`src/hw/rtl/wsd_pkg.sv`:
```
// ----------------------------------------------------------------------------
// wsd_pkg
// shared types and constants of the websocket frame deframer
// ----------------------------------------------------------------------------
package wsd_pkg;

    // result kinds
    localparam logic [1:0] KIND_HEADER = 2'd0;
    localparam logic [1:0] KIND_DATA   = 2'd1;
    localparam logic [1:0] KIND_ERROR  = 2'd2;

    localparam logic [3:0] OPC_CLOSE = 4'd8;

    // header byte fields and special length codes
    localparam logic [7:0] BIT_TOP    = 8'h80;
    localparam logic [7:0] OPC_MASK   = 8'h0F;
    localparam logic [7:0] LEN7_MASK  = 8'h7F;
    localparam logic [6:0] LEN_EXT16  = 7'd126;
    localparam logic [6:0] LEN_EXT64  = 7'd127;
    localparam logic [3:0] EXT16_BYTES = 4'd2;
    localparam logic [3:0] EXT64_BYTES = 4'd8;

    // queue between parser and output stage
    localparam int QDEPTH = 4;
    localparam int QPTR_W = $clog2(QDEPTH);
    localparam int QCNT_W = $clog2(QDEPTH + 1);

    // one result record as the parser classifies it; unmasking happens later
    typedef struct packed {
        logic [1:0]  kind;
        logic        fin;
        logic [3:0]  opcode;
        logic [63:0] length;
        logic [7:0]  data;
        logic [7:0]  key;
        logic        frame_end;
    } rec_t;

endpackage

```
`src/hw/rtl/websocket_frame_deframer.sv`:
```
// ----------------------------------------------------------------------------
// websocket_frame_deframer
// receive-side websocket frame parser for client-to-server byte streams
// ----------------------------------------------------------------------------
// path: a result passes the parser register, the queue and the output
//   register on its way to the output ports
// throughput: one byte per cycle unless full, set by the per-byte state update
// reset: asynchronous active-low, parser returns to the first header byte,
//   queue and output stage empty, stopped state cleared
// ----------------------------------------------------------------------------
module websocket_frame_deframer
(
    input  logic        clk,
    input  logic        rst_n,
    // byte input queue side
    input  logic        push,
    output logic        full,
    input  logic [7:0]  rx_byte,
    // result queue side
    output logic        empty,
    input  logic        pop,
    output logic [1:0]  kind,
    output logic        final_fragment,
    output logic [3:0]  frame_opcode,
    output logic [63:0] payload_length,
    output logic [7:0]  payload_byte,
    output logic        frame_end,
    output logic        link_closed
);

    logic                       take;
    logic                       rec_valid;
    wsd_pkg::rec_t              rec;
    logic                       head_valid;
    wsd_pkg::rec_t              head;
    logic                       head_take;
    logic [wsd_pkg::QCNT_W-1:0] q_count;
    logic [wsd_pkg::QCNT_W:0]   q_used;
    logic                       out_valid;

    // every byte may make a result, so count the record still in the
    // parser register against the queue space
    assign q_used = {1'b0, q_count} + {{wsd_pkg::QCNT_W{1'b0}}, rec_valid};
    assign full   = (q_used >= (wsd_pkg::QCNT_W + 1)'(wsd_pkg::QDEPTH));
    // an input transaction completes on push with room left
    assign take   = push && !full;

    // front end: header walk, length, key collection, byte tagging
    wsd_parser u_parser
    (
        .clk       (clk),
        .rst_n     (rst_n),
        .take      (take),
        .rx_byte   (rx_byte),
        .rec_valid (rec_valid),
        .rec       (rec)
    );

    // decouples the parser from output back-pressure
    wsd_queue u_queue
    (
        .clk        (clk),
        .rst_n      (rst_n),
        .wr         (rec_valid),
        .wr_data    (rec),
        .rd         (head_take),
        .head_valid (head_valid),
        .head       (head),
        .count      (q_count)
    );

    // back end: unmasking and the output register
    wsd_unmask u_unmask
    (
        .clk            (clk),
        .rst_n          (rst_n),
        .head_valid     (head_valid),
        .head           (head),
        .head_take      (head_take),
        .pop            (pop),
        .out_valid      (out_valid),
        .kind           (kind),
        .final_fragment (final_fragment),
        .frame_opcode   (frame_opcode),
        .payload_length (payload_length),
        .payload_byte   (payload_byte),
        .frame_end      (frame_end),
        .link_closed    (link_closed)
    );

    assign empty = !out_valid;

    a_kind_legal: assert property (@(posedge clk) disable iff (!rst_n)
        !empty |-> kind == wsd_pkg::KIND_HEADER || kind == wsd_pkg::KIND_DATA
                   || kind == wsd_pkg::KIND_ERROR)
        else $error("result transaction with an undefined kind");

    a_closed_ends: assert property (@(posedge clk) disable iff (!rst_n)
        !empty && link_closed |-> frame_end && frame_opcode == wsd_pkg::OPC_CLOSE)
        else $error("link_closed outside the end of a close frame");

endmodule

```
`src/hw/rtl/wsd_parser.sv`:
```
// ----------------------------------------------------------------------------
// wsd_parser
// front end: walks the frame header and tags every payload byte with its key byte
// ----------------------------------------------------------------------------
module wsd_parser
(
    input  logic          clk,
    input  logic          rst_n,
    input  logic          take,
    input  logic [7:0]    rx_byte,
    output logic          rec_valid,
    output wsd_pkg::rec_t rec
);

    typedef enum logic [2:0] {
        PH_HDR0 = 3'd0,
        PH_HDR1 = 3'd1,
        PH_EXT  = 3'd2,
        PH_KEY  = 3'd3,
        PH_DATA = 3'd4
    } phase_t;

    phase_t        phase_reg, phase_next;
    logic          fin_reg, fin_next;
    logic [3:0]    opcode_reg, opcode_next;
    logic [63:0]   length_reg, length_next;
    logic [3:0]    ext_left_reg, ext_left_next;
    logic [31:0]   mask_key_reg, mask_key_next;
    logic [1:0]    key_lane_reg, key_lane_next;
    logic [63:0]   payload_left_reg, payload_left_next;
    logic          stopped_reg, stopped_next;
    logic          rec_valid_reg, rec_valid_next;
    wsd_pkg::rec_t rec_reg, rec_next;

    logic [6:0]    len7;
    logic [7:0]    key_byte;

    assign len7 = 7'(rx_byte & wsd_pkg::LEN7_MASK);

    always_comb
    begin
        case (key_lane_reg)
            2'd0:    key_byte = mask_key_reg[31:24];
            2'd1:    key_byte = mask_key_reg[23:16];
            2'd2:    key_byte = mask_key_reg[15:8];
            default: key_byte = mask_key_reg[7:0];
        endcase
    end

    always_comb
    begin
        phase_next        = phase_reg;
        fin_next          = fin_reg;
        opcode_next       = opcode_reg;
        length_next       = length_reg;
        ext_left_next     = ext_left_reg;
        mask_key_next     = mask_key_reg;
        key_lane_next     = key_lane_reg;
        payload_left_next = payload_left_reg;
        stopped_next      = stopped_reg;
        rec_valid_next    = 1'b0;
        rec_next          = rec_reg;

        if (take && !stopped_reg)
        begin
            unique case (phase_reg)
                PH_HDR1:
                begin
                    if ((rx_byte & wsd_pkg::BIT_TOP) == 8'd0)
                    begin
                        // unmasked frame: error and stop
                        rec_valid_next     = 1'b1;
                        rec_next.kind      = wsd_pkg::KIND_ERROR;
                        rec_next.fin       = fin_reg;
                        rec_next.opcode    = opcode_reg;
                        rec_next.length    = 64'd0;
                        rec_next.data      = 8'd0;
                        rec_next.key       = 8'd0;
                        rec_next.frame_end = 1'b1;
                        phase_next         = PH_HDR0;
                        stopped_next       = 1'b1;
                    end
                    else
                    begin
                        if (len7 == wsd_pkg::LEN_EXT16)
                        begin
                            length_next   = 64'd0;
                            ext_left_next = wsd_pkg::EXT16_BYTES;
                            phase_next    = PH_EXT;
                        end
                        else if (len7 == wsd_pkg::LEN_EXT64)
                        begin
                            length_next   = 64'd0;
                            ext_left_next = wsd_pkg::EXT64_BYTES;
                            phase_next    = PH_EXT;
                        end
                        else
                        begin
                            length_next   = {57'd0, len7};
                            ext_left_next = 4'd0;
                            phase_next    = PH_KEY;
                        end
                        key_lane_next = 2'd0;
                        mask_key_next = 32'd0;
                    end
                end
                PH_EXT:
                begin
                    // big-endian length, one byte a cycle while bytes are taken
                    length_next   = {length_reg[55:0], rx_byte};
                    ext_left_next = ext_left_reg - 4'd1;
                    if (ext_left_next == 4'd0)
                    begin
                        phase_next = PH_KEY;
                    end
                end
                PH_KEY:
                begin
                    mask_key_next = {mask_key_reg[23:0], rx_byte};
                    key_lane_next = key_lane_reg + 2'd1;
                    if (key_lane_reg == 2'd3)
                    begin
                        payload_left_next  = length_reg;
                        rec_valid_next     = 1'b1;
                        rec_next.kind      = wsd_pkg::KIND_HEADER;
                        rec_next.fin       = fin_reg;
                        rec_next.opcode    = opcode_reg;
                        rec_next.length    = length_reg;
                        rec_next.data      = 8'd0;
                        rec_next.key       = 8'd0;
                        if (length_reg == 64'd0)
                        begin
                            // empty frame ends on its header
                            rec_next.frame_end = 1'b1;
                            phase_next         = PH_HDR0;
                            if (opcode_reg == wsd_pkg::OPC_CLOSE)
                            begin
                                stopped_next = 1'b1;
                            end
                        end
                        else
                        begin
                            rec_next.frame_end = 1'b0;
                            phase_next         = PH_DATA;
                        end
                    end
                end
                PH_DATA:
                begin
                    key_lane_next      = key_lane_reg + 2'd1;
                    payload_left_next  = payload_left_reg - 64'd1;
                    rec_valid_next     = 1'b1;
                    rec_next.kind      = wsd_pkg::KIND_DATA;
                    rec_next.fin       = fin_reg;
                    rec_next.opcode    = opcode_reg;
                    rec_next.length    = length_reg;
                    rec_next.data      = rx_byte;
                    rec_next.key       = key_byte;
                    rec_next.frame_end = (payload_left_next == 64'd0);
                    if (payload_left_next == 64'd0)
                    begin
                        phase_next = PH_HDR0;
                        if (opcode_reg == wsd_pkg::OPC_CLOSE)
                        begin
                            stopped_next = 1'b1;
                        end
                    end
                end
                default:
                begin
                    // first header byte, also any unknown phase code
                    fin_next    = ((rx_byte & wsd_pkg::BIT_TOP) != 8'd0);
                    opcode_next = 4'(rx_byte & wsd_pkg::OPC_MASK);
                    phase_next  = PH_HDR1;
                end
            endcase
        end
    end

    always_ff @(posedge clk or negedge rst_n)
    begin
        if (!rst_n)
        begin
            phase_reg        <= PH_HDR0;
            fin_reg          <= 1'b0;
            opcode_reg       <= 4'd0;
            length_reg       <= 64'd0;
            ext_left_reg     <= 4'd0;
            mask_key_reg     <= 32'd0;
            key_lane_reg     <= 2'd0;
            payload_left_reg <= 64'd0;
            stopped_reg      <= 1'b0;
            rec_valid_reg    <= 1'b0;
            rec_reg          <= '0;
        end
        else
        begin
            phase_reg        <= phase_next;
            fin_reg          <= fin_next;
            opcode_reg       <= opcode_next;
            length_reg       <= length_next;
            ext_left_reg     <= ext_left_next;
            mask_key_reg     <= mask_key_next;
            key_lane_reg     <= key_lane_next;
            payload_left_reg <= payload_left_next;
            stopped_reg      <= stopped_next;
            rec_valid_reg    <= rec_valid_next;
            rec_reg          <= rec_next;
        end
    end

    assign rec_valid = rec_valid_reg;
    assign rec       = rec_reg;

    a_stopped_silent: assert property (@(posedge clk) disable iff (!rst_n)
        $past(stopped_reg) && stopped_reg |-> !rec_valid_reg)
        else $error("parser produced a record while stopped");

    a_error_stops: assert property (@(posedge clk) disable iff (!rst_n)
        rec_valid_reg && rec_reg.kind == wsd_pkg::KIND_ERROR |-> stopped_reg)
        else $error("error record without stopping the parser");

endmodule

```
`src/hw/rtl/wsd_queue.sv`:
```
// ----------------------------------------------------------------------------
// wsd_queue
// short record queue between the parser and the output stage
// ----------------------------------------------------------------------------
module wsd_queue
(
    input  logic                       clk,
    input  logic                       rst_n,
    input  logic                       wr,
    input  wsd_pkg::rec_t              wr_data,
    input  logic                       rd,
    output logic                       head_valid,
    output wsd_pkg::rec_t              head,
    output logic [wsd_pkg::QCNT_W-1:0] count
);

    wsd_pkg::rec_t                slot_reg [wsd_pkg::QDEPTH];
    logic [wsd_pkg::QPTR_W-1:0]   wr_ptr_reg, wr_ptr_next;
    logic [wsd_pkg::QPTR_W-1:0]   rd_ptr_reg, rd_ptr_next;
    logic [wsd_pkg::QCNT_W-1:0]   count_reg, count_next;

    always_comb
    begin
        wr_ptr_next = wr ? wr_ptr_reg + wsd_pkg::QPTR_W'(1) : wr_ptr_reg;
        rd_ptr_next = rd ? rd_ptr_reg + wsd_pkg::QPTR_W'(1) : rd_ptr_reg;
        count_next  = count_reg;
        if (wr && !rd)
        begin
            count_next = count_reg + wsd_pkg::QCNT_W'(1);
        end
        else if (!wr && rd)
        begin
            count_next = count_reg - wsd_pkg::QCNT_W'(1);
        end
    end

    always_ff @(posedge clk or negedge rst_n)
    begin
        if (!rst_n)
        begin
            wr_ptr_reg <= '0;
            rd_ptr_reg <= '0;
            count_reg  <= '0;
        end
        else
        begin
            wr_ptr_reg <= wr_ptr_next;
            rd_ptr_reg <= rd_ptr_next;
            count_reg  <= count_next;
        end
    end

    always_ff @(posedge clk)
    begin
        if (wr)
        begin
            slot_reg[wr_ptr_reg] <= wr_data;
        end
    end

    assign head_valid = (count_reg != '0);
    assign head       = slot_reg[rd_ptr_reg];
    assign count      = count_reg;

    a_no_overflow: assert property (@(posedge clk) disable iff (!rst_n)
        count_reg == wsd_pkg::QCNT_W'(wsd_pkg::QDEPTH) |-> !wr || rd)
        else $error("write into a full queue");

    a_no_underflow: assert property (@(posedge clk) disable iff (!rst_n)
        rd |-> count_reg != '0)
        else $error("read from an empty queue");

endmodule

```
`src/hw/rtl/wsd_unmask.sv`:
```
// ----------------------------------------------------------------------------
// wsd_unmask
// back end: unmasks payload bytes and holds the result for the consumer
// ----------------------------------------------------------------------------
module wsd_unmask
(
    input  logic          clk,
    input  logic          rst_n,
    input  logic          head_valid,
    input  wsd_pkg::rec_t head,
    output logic          head_take,
    input  logic          pop,
    output logic          out_valid,
    output logic [1:0]    kind,
    output logic          final_fragment,
    output logic [3:0]    frame_opcode,
    output logic [63:0]   payload_length,
    output logic [7:0]    payload_byte,
    output logic          frame_end,
    output logic          link_closed
);

    logic        out_valid_reg, out_valid_next;
    logic [1:0]  kind_reg;
    logic        fin_reg;
    logic [3:0]  opcode_reg;
    logic [63:0] length_reg;
    logic [7:0]  byte_reg;
    logic        end_reg;
    logic        closed_reg;

    // refill whenever the held result is gone or leaves this cycle
    assign head_take = head_valid && (!out_valid_reg || pop);

    always_comb
    begin
        out_valid_next = out_valid_reg;
        if (head_take)
        begin
            out_valid_next = 1'b1;
        end
        else if (pop)
        begin
            out_valid_next = 1'b0;
        end
    end

    always_ff @(posedge clk or negedge rst_n)
    begin
        if (!rst_n)
        begin
            out_valid_reg <= 1'b0;
        end
        else
        begin
            out_valid_reg <= out_valid_next;
        end
    end

    always_ff @(posedge clk)
    begin
        if (head_take)
        begin
            kind_reg   <= head.kind;
            fin_reg    <= head.fin;
            opcode_reg <= head.opcode;
            length_reg <= head.length;
            byte_reg   <= head.data ^ head.key;
            end_reg    <= head.frame_end;
            closed_reg <= head.frame_end && (head.kind != wsd_pkg::KIND_ERROR)
                          && (head.opcode == wsd_pkg::OPC_CLOSE);
        end
    end

    assign out_valid      = out_valid_reg;
    assign kind           = kind_reg;
    assign final_fragment = fin_reg;
    assign frame_opcode   = opcode_reg;
    assign payload_length = length_reg;
    assign payload_byte   = byte_reg;
    assign frame_end      = end_reg;
    assign link_closed    = closed_reg;

endmodule

```
`config.mk`:
```
export PLATFORM = sky130hd
export DESIGN_NAME = websocket_frame_deframer
export DESIGN_NICKNAME = d
export VERILOG_FILES = /design/src/hw/rtl/wsd_pkg.sv /design/src/hw/rtl/websocket_frame_deframer.sv /design/src/hw/rtl/wsd_parser.sv /design/src/hw/rtl/wsd_queue.sv /design/src/hw/rtl/wsd_unmask.sv
export SDC_FILE = /design/constraint.sdc
export NUM_CORES = 1
export LEC_CHECK = 0
export BUFFER_PORTS_ARGS = -buffer_cell sky130_fd_sc_hd__buf_2
export CORE_ASPECT_RATIO = 1.75
export CORE_MARGIN = 2
export CORE_UTILIZATION = 30
export DETAILED_ROUTE_END_ITERATION = 8
export GPL_TIMING_DRIVEN = 0
export PLACE_DENSITY = 0.55
export SYNTH_ARGS = -nofsm -noshare
export SYNTH_HDL_FRONTEND = slang
export SYNTH_SLANG_ARGS = --single-unit
export TNS_END_PERCENT = 30
```
`constraint.sdc`:
```
create_clock -name clk -period 8.61 [get_ports clk]
set_input_delay 1.722 -clock clk [delete_from_list [all_inputs] [get_ports clk]]
set_output_delay 1.722 -clock clk [all_outputs]
set_load 0.01 [all_outputs]
```
==> results.md <==
- Site Rows: 149
- Cells after Synth: 1855
- Count leader, synth: edfxtp_1
- Grt ovf: 0
- 1st-pass router iterations: 6
- Type of the tightest min-delay check: reg -> reg
- CP delay by family, top: simple AND/OR/NAND/NOR gates
- Ys async rst share: 38.6%
- Arrival time worst endpoint: 5660 ps
- Final hold vios: 0
- Routed len/inst: 26.1 µm
- Port Buffer Count: 94
- Cell mode on critical path: nand4_1
- Max Cap Viol: 0
- Kind of critical path: reg -> reg
- Final Wtd Congestion: 0.950
- Netlist Area Pre-Place: 0.0283 mm²
- RSZ-0062 raised after global routing: no
- Crit. End Element: flip-flop
- Clock period minus worst slack: 5190 ps
- Inst Count DP: 3168
- Clock transition at path regs: 80 ps
- Clk_lat worst skew: 640 ps
- Post-synth EDFFs: 433
- Post-CTS Setup Bufs: 0
- Worst Setup Slack, final: 3420 ps
- Gr usage total: 17.5%
- CP Max Fanout: 7
- Drt total wl: 85500 µm
- Syn_nets: 1882
- Top cell type's share of synthesized area: 46.0%
- Area contributors post-synth: edfxtp_1 46%, dfrtp_1 24%, mux4_2 6.4%
- Sinks on Clock Net: 705
- Top cell types by occurrence after synthesis: 433 x edfxtp_1, 272 x dfrtp_1, 172 x a22o_1
- Final setup viols: 0
- Final period util: 60.3%
- Crit path required time: 9080 ps
- Share of cells above drive strength 1: 15.4%
- PD cells: 291 mW/mm²
- Area leader, netlist: edfxtp_1
- Hold_buf cts: 0
- Die width: 236 µm
- Initial antenna violation count: 2
- DRC: 0
- Leak Pwr: 11.8 nW
- Slowest cell on crit path: nor4_1
- Number of global-route vias before repair: 18000
- DP HPWL: 60600 µm
- CP Launch Type: flip-flop
- PostCTS Resize Cnt: 0
- Most used flip-flop cell after synthesis: edfxtp_1
- Final Non-Filler Cells: 3281
- Drt initial violations: 1332
- CTS tree: done
- Crit path buffers/inverters: 0
- Syn. warnings: 0
- Initial Util: 30.2%
- CTS Buffer Depth: 3
- Setup TNS Final: 0 ps
- DIE HEIGHT: 410 µm
- H-tree Lvls: 2
- Clock Skews: 24.9 ps
- Syn Area/Cell: 15.2 µm²
- Core box area: 0.0938 mm²
- Relative slew slack: 11.8%
- Status: finished, final reports clean
- Critical path cell sequence: nor3_1 > nand4_1 > nor4_1 > nand3_1 > a2111oi_0 > nand4_1 > o41ai_1 > o211ai_1
- Via count: 17400
- Max reg flops: 352
- Worst vdd ir: 181 µV
- Die Area: 0.0968 mm²
- First-pass GRT wire length: 124000 µm
- Fin. max-slew vios: 0
- Worst-Margin Slew: 1310 ps
- Fin nets: 2048
- Sequential-to-total area share from yosys stat: 70.0%
- Fmax achieved: 193 MHz
- I/O pin cnt: 95
- DR vias/cell: 5.32
- Clock Tree Root: clkbuf_16
- Post-route ant nets: 0
- Largest net degree at the start of global routing: 105
- Worst path max stage delay: 1020 ps
- Synth-to-layout area growth: 14.9%
- Pre-CTS worst setup slack: 3450 ps
- Inserted Clock Buffers: 59
- Flops & latches, synth: 705
- Pwr Total: 0.00946 W
- Cell variety after synth: 69
==> per-layer routing <==
| layer | up-vias | wire length [µm] | GRT usage (%) |
|---|---|---|---|
| met5 | - | 0 | 0 |
| met4 | 0 | 6660 | 11.9 |
| met3 | 222 | 3750 | 2.28 |
| met2 | 547 | 43900 | 31.4 |
| met1 | 9041 | 31200 | 19.1 |
| li1 | 7639 | - | - |
==> where the power goes <==
group / internal [W] / switching [W] / total [W]
registers: 0.00432 / 0.000300 / 0.00462
logic: 0.000805 / 0.00131 / 0.00211
clock network: 0.00146 / 0.00126 / 0.00272
total: 0.00659 / 0.00287 / 0.00946
==> final timing paths <==
check / start / end / slack [ps] / cells past startpoint
min: u_parser.fin_reg / u_parser.rec[85] / 490 / 2
min in group asynchronous: rst_n / u_parser.mask_key_reg[6] / 1130 / 1
min reg2reg: u_parser.fin_reg / u_parser.rec[85] / 490 / 2
max: u_parser.payload_left_reg[36] / u_parser.phase_reg[2] / 3420 / 8
max in group asynchronous: rst_n / u_parser.rec[49] / 6010 / 3
max reg2reg: u_parser.payload_left_reg[36] / u_parser.phase_reg[2] / 3420 / 8
==> cell usage in the layout (no fill, tap or decap), types with 59 or more instances in the layout <==
| cell type | netlist | layout |
|---|---|---|
| edfxtp_1 | 433 | 433 |
| clkbuf_16 | 0 | 59 |
| dfrtp_1 | 272 | 272 |
| mux4_2 | 80 | 80 |
| a22o_1 | 172 | 172 |
| buf_2 | 2 | 96 |
| o21ai_0 | 97 | 97 |
| nor2_1 | 87 | 86 |
| nand2_1 | 102 | 102 |
| a21oi_1 | 80 | 79 |
| clkbuf_1 | 88 | 98 |
==> worst min-delay path, cell delays in order, from the launching register on <==
cell and delay, ps:
dfrtp_1 340, nand2_1 50, nand2_1 60
==> cells by family (layout without fill, tap and decap cells) <==
| logic type | Yosys count | count (layout) | share of synthesized area, % |
|---|---|---|---|
| fa+ha+maj | 15 | 15 | 0.690 |
| buf+inv | 135 | 352 | 1.83 |
| simple gates | 399 | 399 | 7.41 |
| xor+xnor | 60 | 60 | 1.86 |
| other cells | 0 | 1 | 0 |
| mux | 98 | 98 | 7.06 |
| compound gates | 443 | 443 | 11.1 |
| flops | 705 | 705 | 70.0 |
==> stage by stage <==
| step | hold slack, ps | area [µm²] | utilization, % |
|---|---|---|---|
| 6_report | 488 | 32500 | 34.7 |
| 5_1_grt | 522 | 32500 | 34.7 |
| 4_1_cts | 491 | 32500 | 34.7 |
| 3_5_place_dp | 469 | 30500 | 32.6 |
| 3_3_place_gp | 466 | 30300 | 32.3 |
| 2_1_floorplan | 440 | 28300 | - |
==> cell type report <==
type | count | area (µm²)
Timing Repair Buffer | 105 | 726
Multi-Input combinational cell | 1015 | 7990
Sequential cell | 705 | 19800
Inverter | 24 | 90.1
Buffer | 111 | 427
Antenna cell | 1 | 2.50
Tap cell | 1208 | 1510
Clock buffer | 80 | 1660
Clock inverter | 32 | 298
Fill cell | 8959 | 61300
Note: power is estimated with default switching activity, not from simulation.
